===== src/rtl/kpd_pkg.sv =====
`timescale 1ns / 1ps

package kpd_pkg;

  // matrix geometry
  localparam int ROWS      = 6;
  localparam int COLUMNS   = 4;
  localparam int KEY_COUNT = ROWS * COLUMNS;

  // result field widths
  localparam int ROW_W = 3;
  localparam int COL_W = 2;
  localparam int POS_W = 5;

  typedef logic [KEY_COUNT-1:0] key_mask_t;

  // new press mask handed from the detector to the event emitter
  typedef struct packed {
    logic      load;
    key_mask_t mask;
  } pend_load_t;

endpackage


===== src/rtl/kpd_detect.sv =====
`timescale 1ns / 1ps

module kpd_detect (
  input  logic                clk,
  input  logic                rst_n,
  input  logic                accept,
  input  kpd_pkg::key_mask_t  sample,
  output kpd_pkg::pend_load_t pend
);

  kpd_pkg::key_mask_t prev_r;
  kpd_pkg::key_mask_t prev_nxt;
  kpd_pkg::key_mask_t held_r;
  kpd_pkg::key_mask_t held_nxt;
  kpd_pkg::key_mask_t held_now;

  // held when pressed in two scans in a row
  assign held_now = sample & prev_r;

  always_comb begin
    prev_nxt = prev_r;
    held_nxt = held_r;
    if (accept) begin
      prev_nxt = sample;
      held_nxt = held_now;
    end
  end

  always_ff @(posedge clk) begin
    if (!rst_n) begin
      prev_r <= '0;
      held_r <= '0;
    end else begin
      prev_r <= prev_nxt;
      held_r <= held_nxt;
    end
  end

  // rising edge of the held state
  assign pend.load = accept;
  assign pend.mask = held_now & ~held_r;

endmodule


===== src/rtl/kpd_emit.sv =====
`timescale 1ns / 1ps

module kpd_emit (
  input  logic                      clk,
  input  logic                      rst_n,
  input  kpd_pkg::pend_load_t       pend,
  output logic                      load_ok,
  output logic                      out_valid,
  input  logic                      out_ready,
  output logic [kpd_pkg::ROW_W-1:0] out_key_row,
  output logic [kpd_pkg::COL_W-1:0] out_key_column,
  output logic [kpd_pkg::POS_W-1:0] out_key_position,
  output logic                      out_last_event
);

  kpd_pkg::key_mask_t pend_r;
  kpd_pkg::key_mask_t pend_nxt;
  kpd_pkg::key_mask_t low_bit;
  kpd_pkg::key_mask_t rest;

  logic                      valid_r;
  logic                      valid_nxt;
  logic [kpd_pkg::ROW_W-1:0] row_r;
  logic [kpd_pkg::ROW_W-1:0] row_nxt;
  logic [kpd_pkg::COL_W-1:0] col_r;
  logic [kpd_pkg::COL_W-1:0] col_nxt;
  logic [kpd_pkg::POS_W-1:0] pos_r;
  logic [kpd_pkg::POS_W-1:0] pos_nxt;
  logic                      last_r;
  logic                      last_nxt;

  logic                      take;
  logic [kpd_pkg::ROW_W-1:0] enc_row;
  logic [kpd_pkg::COL_W-1:0] enc_col;
  logic [kpd_pkg::POS_W-1:0] enc_pos;

  // lowest pending key goes first
  assign low_bit = pend_r & (~pend_r + kpd_pkg::KEY_COUNT'(1));
  assign rest    = pend_r & ~low_bit;
  assign take    = (pend_r != '0) && (!valid_r || out_ready);
  assign load_ok = (pend_r == '0) || (take && (rest == '0));

  always_comb begin
    enc_row = '0;
    enc_col = '0;
    enc_pos = '0;
    for (int r = 0; r < kpd_pkg::ROWS; r++) begin
      for (int c = 0; c < kpd_pkg::COLUMNS; c++) begin
        if (low_bit[r * kpd_pkg::COLUMNS + c]) begin
          enc_row = kpd_pkg::ROW_W'(r);
          enc_col = kpd_pkg::COL_W'(c);
          enc_pos = kpd_pkg::POS_W'(r * kpd_pkg::COLUMNS + c);
        end
      end
    end
  end

  always_comb begin
    pend_nxt  = pend_r;
    valid_nxt = valid_r;
    row_nxt   = row_r;
    col_nxt   = col_r;
    pos_nxt   = pos_r;
    last_nxt  = last_r;
    if (take) begin
      pend_nxt  = rest;
      valid_nxt = 1'b1;
      row_nxt   = enc_row;
      col_nxt   = enc_col;
      pos_nxt   = enc_pos;
      last_nxt  = (rest == '0);
    end else if (out_ready) begin
      valid_nxt = 1'b0;
    end
    if (pend.load) begin
      pend_nxt = pend.mask;
    end
  end

  always_ff @(posedge clk) begin
    if (!rst_n) begin
      pend_r  <= '0;
      valid_r <= 1'b0;
    end else begin
      pend_r  <= pend_nxt;
      valid_r <= valid_nxt;
    end
  end

  always_ff @(posedge clk) begin
    row_r  <= row_nxt;
    col_r  <= col_nxt;
    pos_r  <= pos_nxt;
    last_r <= last_nxt;
  end

  assign out_valid        = valid_r;
  assign out_key_row      = row_r;
  assign out_key_column   = col_r;
  assign out_key_position = pos_r;
  assign out_last_event   = last_r;

endmodule


===== src/rtl/keypad_matrix_press_detector_unit.sv =====
`timescale 1ns / 1ps
// press events: the first event of a scan is held in the pending-press register and then in the
// output register; events leave at one per cycle while out_ready holds, and a new scan item
//   is taken once the pending presses are empty or the last one is taken
// reset: rst_n synchronous active low, clears previous sample, held mask, pending presses
//   and the output valid

module keypad_matrix_press_detector_unit (
  input  logic                                 clk,
  input  logic                                 rst_n,
  input  logic                                 in_valid,
  output logic                                 in_ready,
  input  logic [kpd_pkg::KEY_COUNT-1:0]        in_matrix_sample,
  output logic                                 out_valid,
  input  logic                                 out_ready,
  output logic [kpd_pkg::ROW_W-1:0]            out_key_row,
  output logic [kpd_pkg::COL_W-1:0]            out_key_column,
  output logic [kpd_pkg::POS_W-1:0]            out_key_position,
  output logic                                 out_last_event
);

  kpd_pkg::pend_load_t pend;
  logic                load_ok;
  logic                accept;

  // a scan is taken whenever the pending mask is empty or drains this cycle
  assign in_ready = load_ok;
  assign accept   = in_valid && load_ok;

  // debounce state and new press mask
  kpd_detect u_detect (
    .clk    (clk),
    .rst_n  (rst_n),
    .accept (accept),
    .sample (in_matrix_sample),
    .pend   (pend)
  );

  // row-major event walk with output register
  kpd_emit u_emit (
    .clk              (clk),
    .rst_n            (rst_n),
    .pend             (pend),
    .load_ok          (load_ok),
    .out_valid        (out_valid),
    .out_ready        (out_ready),
    .out_key_row      (out_key_row),
    .out_key_column   (out_key_column),
    .out_key_position (out_key_position),
    .out_last_event   (out_last_event)
  );

endmodule

===== config.mk =====
export PLATFORM = sky130hd
export DESIGN_NAME = keypad_matrix_press_detector_unit
export DESIGN_NICKNAME = d
export VERILOG_FILES = /design/src/rtl/kpd_pkg.sv /design/src/rtl/kpd_detect.sv /design/src/rtl/kpd_emit.sv /design/src/rtl/keypad_matrix_press_detector_unit.sv
export SDC_FILE = /design/constraint.sdc
export NUM_CORES = 1
export LEC_CHECK = 0
export ABC_CLOCK_PERIOD_IN_PS = 2900
export BUFFER_PORTS_ARGS = -buffer_cell sky130_fd_sc_hd__buf_2
export CAP_MARGIN = 0
export CORE_MARGIN = 1.5
export CORE_UTILIZATION = 55
export DETAILED_ROUTE_END_ITERATION = 10
export GPL_ROUTABILITY_DRIVEN = 0
export PLACE_DENSITY = 0.75
export SLEW_MARGIN = 15
export SYNTH_ARGS = -nofsm -noshare
export SYNTH_HDL_FRONTEND = slang
export SYNTH_SLANG_ARGS = --single-unit

===== constraint.sdc =====
create_clock -name clk -period 2.9 [get_ports clk]
set_input_delay 0.29 -clock clk [delete_from_list [all_inputs] [get_ports clk]]
set_output_delay 0.29 -clock clk [all_outputs]
set_load 0.05 [all_outputs]

==> impl_metrics.env <==
export IMPL_status="completed"
export IMPL_path_max_fanout=6
export IMPL_crit_arrival_ps=2530
export IMPL_detailedRoute_firstPassIterationCount=5
export IMPL_synth_compound_gate_area_share_pct=14.0
export IMPL_place_hpwl_mm=5.11
export IMPL_fp_dieW_um=87.0
export IMPL_vias_in_the_first_global_route=2782
export IMPL_max_clock_freq_mhz=354
export IMPL_fin_tns_setup_ps=0
export IMPL_clkLatencyLatePin_ps=340
export IMPL_cp_end_kind="primary output"
export IMPL_count_of_flip_flops_with_a_built_in_enable_after_synthesis=6
export IMPL_floorplan_die_area_um2=7580
export IMPL_fin_cells=564
export IMPL_hold_class="in2reg"
export IMPL_synth_net_count=456
export IMPL_grtUsageTotal_pct=20.9
export IMPL_post_route_cells_drive_above_1_share_pct=19.4
export IMPL_synthDistinctLibCells=45
export IMPL_cellLeakagePower_uw=0.00171
export IMPL_global_route_overflow_total=0
export IMPL_dr_first_iter_drc_count=293
export IMPL_antenna_left=0
export IMPL_cts_hold_buffers_added=0
export IMPL_fin_worst_hold_slack_ps=202
export IMPL_placeableCoreArea_um2=6790
export IMPL_n_fill_cell=588
export IMPL_synth_seq_cells=79
export IMPL_number_of_inserted_diodes=0
export IMPL_tritoncts_num_buffers=9
export IMPL_synth_area_top_cells="sky130_fd_sc_hd__dfxtp_1 38%, sky130_fd_sc_hd__mux2i_1 13%, sky130_fd_sc_hd__nand2_1 7.7%"
export IMPL_finalHoldViolCount=0
export IMPL_vias_per_cell=5.71
export IMPL_avgRoutedWirePerCell_um=13.4
export IMPL_area_sequential_um2=1650
export IMPL_power_density_nw_per_um2=1320
export IMPL_max_cap_viol_count=0
export IMPL_rsz0062_at_grt="yes"
export IMPL_critical_path_startpoint_type="flip-flop"
export IMPL_synth_xor_xnor_area_share_pct=0
export IMPL_cts_clk_slew_worst_paths_ps=70
export IMPL_stdcell_area_um2=4360
export IMPL_synth_simple_gate_area_share_pct=24.4
export IMPL_areaGrowthSynthToFinish_pct=12.1
export IMPL_global_route_wire_length_before_repair_mm=12.5
export IMPL_num_io_pins=41
export IMPL_grt_antenna_before_repair=0
export IMPL_cts_max_level=3
export IMPL_tritoncts_num_sinks=79
export IMPL_fin_crit_ps=2820
export IMPL_numPlacedInstances=542
export IMPL_postPlaceCellArea_um2=4100
export IMPL_synth_top_family_by_area="simple AND/OR/NAND/NOR gates"
export IMPL_prevailing_post_synth_register_cell="sky130_fd_sc_hd__dfxtp_1"
export IMPL_io_port_bufs=40
export IMPL_fin_crit_sh_pct=97.4
export IMPL_slew_headroom_pct=55.1
export IMPL_yosys_mux_area_fraction_pct=12.6
export IMPL_floorplan_initialDensity_pct=57.2
export IMPL_synth_sequential_area_ratio_pct=42.3
export IMPL_yosysWarnings=0
export IMPL_final_max_slew_viol_count=0
export IMPL_detail_route_wirelength_mm=7.55
export IMPL_synth_top_cell_by_area="sky130_fd_sc_hd__dfxtp_1"
export IMPL_synthAdderAreaFrac_pct=0.773
export IMPL_cp_slowest_stage_delay_ps=590
export IMPL_detail_route_drc_violations=0
export IMPL_crit_path_top_delay_cell="sky130_fd_sc_hd__or4_4"
export IMPL_final_setup_violation_count=0
export IMPL_fp_row_count=30
export IMPL_postSynthCellCount=428
export IMPL_avgSynthCellArea_um2=9.08
export IMPL_vdd_drop_max_mv=0.652
export IMPL_fin_nets=492
export IMPL_dr_total_vias=3221
export IMPL_synth_largest_type_area_fraction_pct=37.6
export IMPL_die_h_um=87.0
export IMPL_skew_ps=6.14
export IMPL_worst_slew_pin_transition_ps=673
export IMPL_critical_path_cell_chain="or4_4 -> a2111oi_4 -> a21oi_1 -> a2111o_1 -> nor3_2 -> a21o_1 -> buf_6"
export IMPL_syn_cell_area_um2=3880
export IMPL_grt_start_max_net_pins=79
export IMPL_critical_path_required_ps=2610
export IMPL_multiInputGateArea_um2=2030
export IMPL_clock_path_buffers=2
export IMPL_ctsRootBufferMaster="sky130_fd_sc_hd__clkbuf_8"
export IMPL_synthArstFlopShare_pct=0
export IMPL_tritoncts="yes"
export IMPL_timing_worst_setup_path_type="reg2out"
per-layer routing:
metal / track usage, % / routed length, um
met5: 0 / 0
met4: 7.33 / 207
met3: 4.64 / 281
met2: 32.7 / 3360
met1: 28.5 / 3710
sequential cells by signal, indices dropped and copies added, names as in the netlist:
name / flops
u_detect.held_r: 24
u_detect.prev_r: 24
u_emit.pend_r: 24
u_emit.out_key_position: 3
u_emit.out_key_row: 2
u_emit.out_last_event: 1
u_emit.out_valid: 1
power breakdown:
| part | switching (uW) | internal (uW) | total, uW |
|---|---|---|---|
| Clock | 376 | 329 | 705 |
| Sequential | 233 | 1470 | 1700 |
| Combinational | 1970 | 1360 | 3340 |
worst paths after layout:
| check | from | end | slack (ps) | cells past startpoint |
|---|---|---|---|---|
| worst max-delay path | u_emit.pend_r[1] | in_ready | 80 | 7 |
| worst min-delay path | in_matrix_sample[15] | u_detect.prev_r[15] | 200 | 3 |
| worst max register to register | u_emit.pend_r[1] | u_emit.pend_r[23] | 140 | 7 |
| worst min register to register | u_detect.held_r[19] | u_detect.held_r[19] | 450 | 2 |
timing repair:
item | 4_1_cts | 5_1_grt
cloned | 0 | 0
buffers inserted | 0 | 7
pin swaps | 0 | 9
setup endpoints to repair | 1 | 45
gates resized for setup | 2 | 9
worst max-delay path: cells and delay by family (launching register included):
family,cells,cell delay (ps)
AO/OA/AOI/OAI,4,860
AND/OR/NAND/NOR,2,810
flip-flops,1,370
buffers and inverters,1,160
layout make-up:
| class | instances | share of cell area (%) |
|---|---|---|
| multi-input cells | 309 | 46.7 |
| flip-flops and latches | 79 | 37.9 |
| clock inverters | 3 | 0.460 |
| clock buffers | 12 | 3.33 |
| inverters | 6 | 0.517 |
| repair buffers | 59 | 8.36 |
| well taps | 96 | 2.76 |
through the flow:
stage | setup WS, ps | total power [uW] | utilization [%]
floorplan | 408 | 4340 | -
global placement | 201 | 4810 | 60.4
detailed placement | 142 | 4870 | 60.4
CTS | 21.4 | 5600 | 62.9
global route | -33.9 | 6110 | 64.1
finish | 76.4 | 5740 | 64.1
logic make-up after synthesis:
group,after synthesis
AOI/OAI and AO/OA,81
muxes,49
buffers and inverters,40
adders and majority gates,3
DFF,79
and+or+nand+nor,176
placed cells by master (no fill, tap or decap), drive strengths merged, types with 4 or more instances in the layout:
cell     n
nor2    14
clkbuf  12
edfxtp   6
or3      5
nand2   81
o311ai  12
o21ai   28
nor4     7
inv      6
a21oi   11
or2      5
o22ai    4
mux2i   49
dfxtp   73
nand4b  23
nor3     6
o211ai   9
buf     59
nand3   26
synth_stat cells (3+ instances only):
library cell               count
sky130_fd_sc_hd__a21oi_1      11
sky130_fd_sc_hd__buf_4         5
sky130_fd_sc_hd__buf_6         8
sky130_fd_sc_hd__clkbuf_1     19
sky130_fd_sc_hd__dfxtp_1      73
sky130_fd_sc_hd__edfxtp_1      6
sky130_fd_sc_hd__inv_1         6
sky130_fd_sc_hd__maj3_1        3
sky130_fd_sc_hd__mux2i_1      49
sky130_fd_sc_hd__nand2_1      80
sky130_fd_sc_hd__nand2b_1      3
sky130_fd_sc_hd__nand3_1      26
sky130_fd_sc_hd__nand4b_1     23
sky130_fd_sc_hd__nor2_1       14
sky130_fd_sc_hd__nor3_1        6
sky130_fd_sc_hd__nor4_4        3
sky130_fd_sc_hd__o211ai_1      9
sky130_fd_sc_hd__o21ai_0       7
sky130_fd_sc_hd__o21ai_1      21
sky130_fd_sc_hd__o22ai_1       4
sky130_fd_sc_hd__o311ai_0     12
sky130_fd_sc_hd__o31ai_1       3
sky130_fd_sc_hd__or2_2         4
sky130_fd_sc_hd__or3_1         5
No activity file was read; power rests on OpenSTA's default activity.
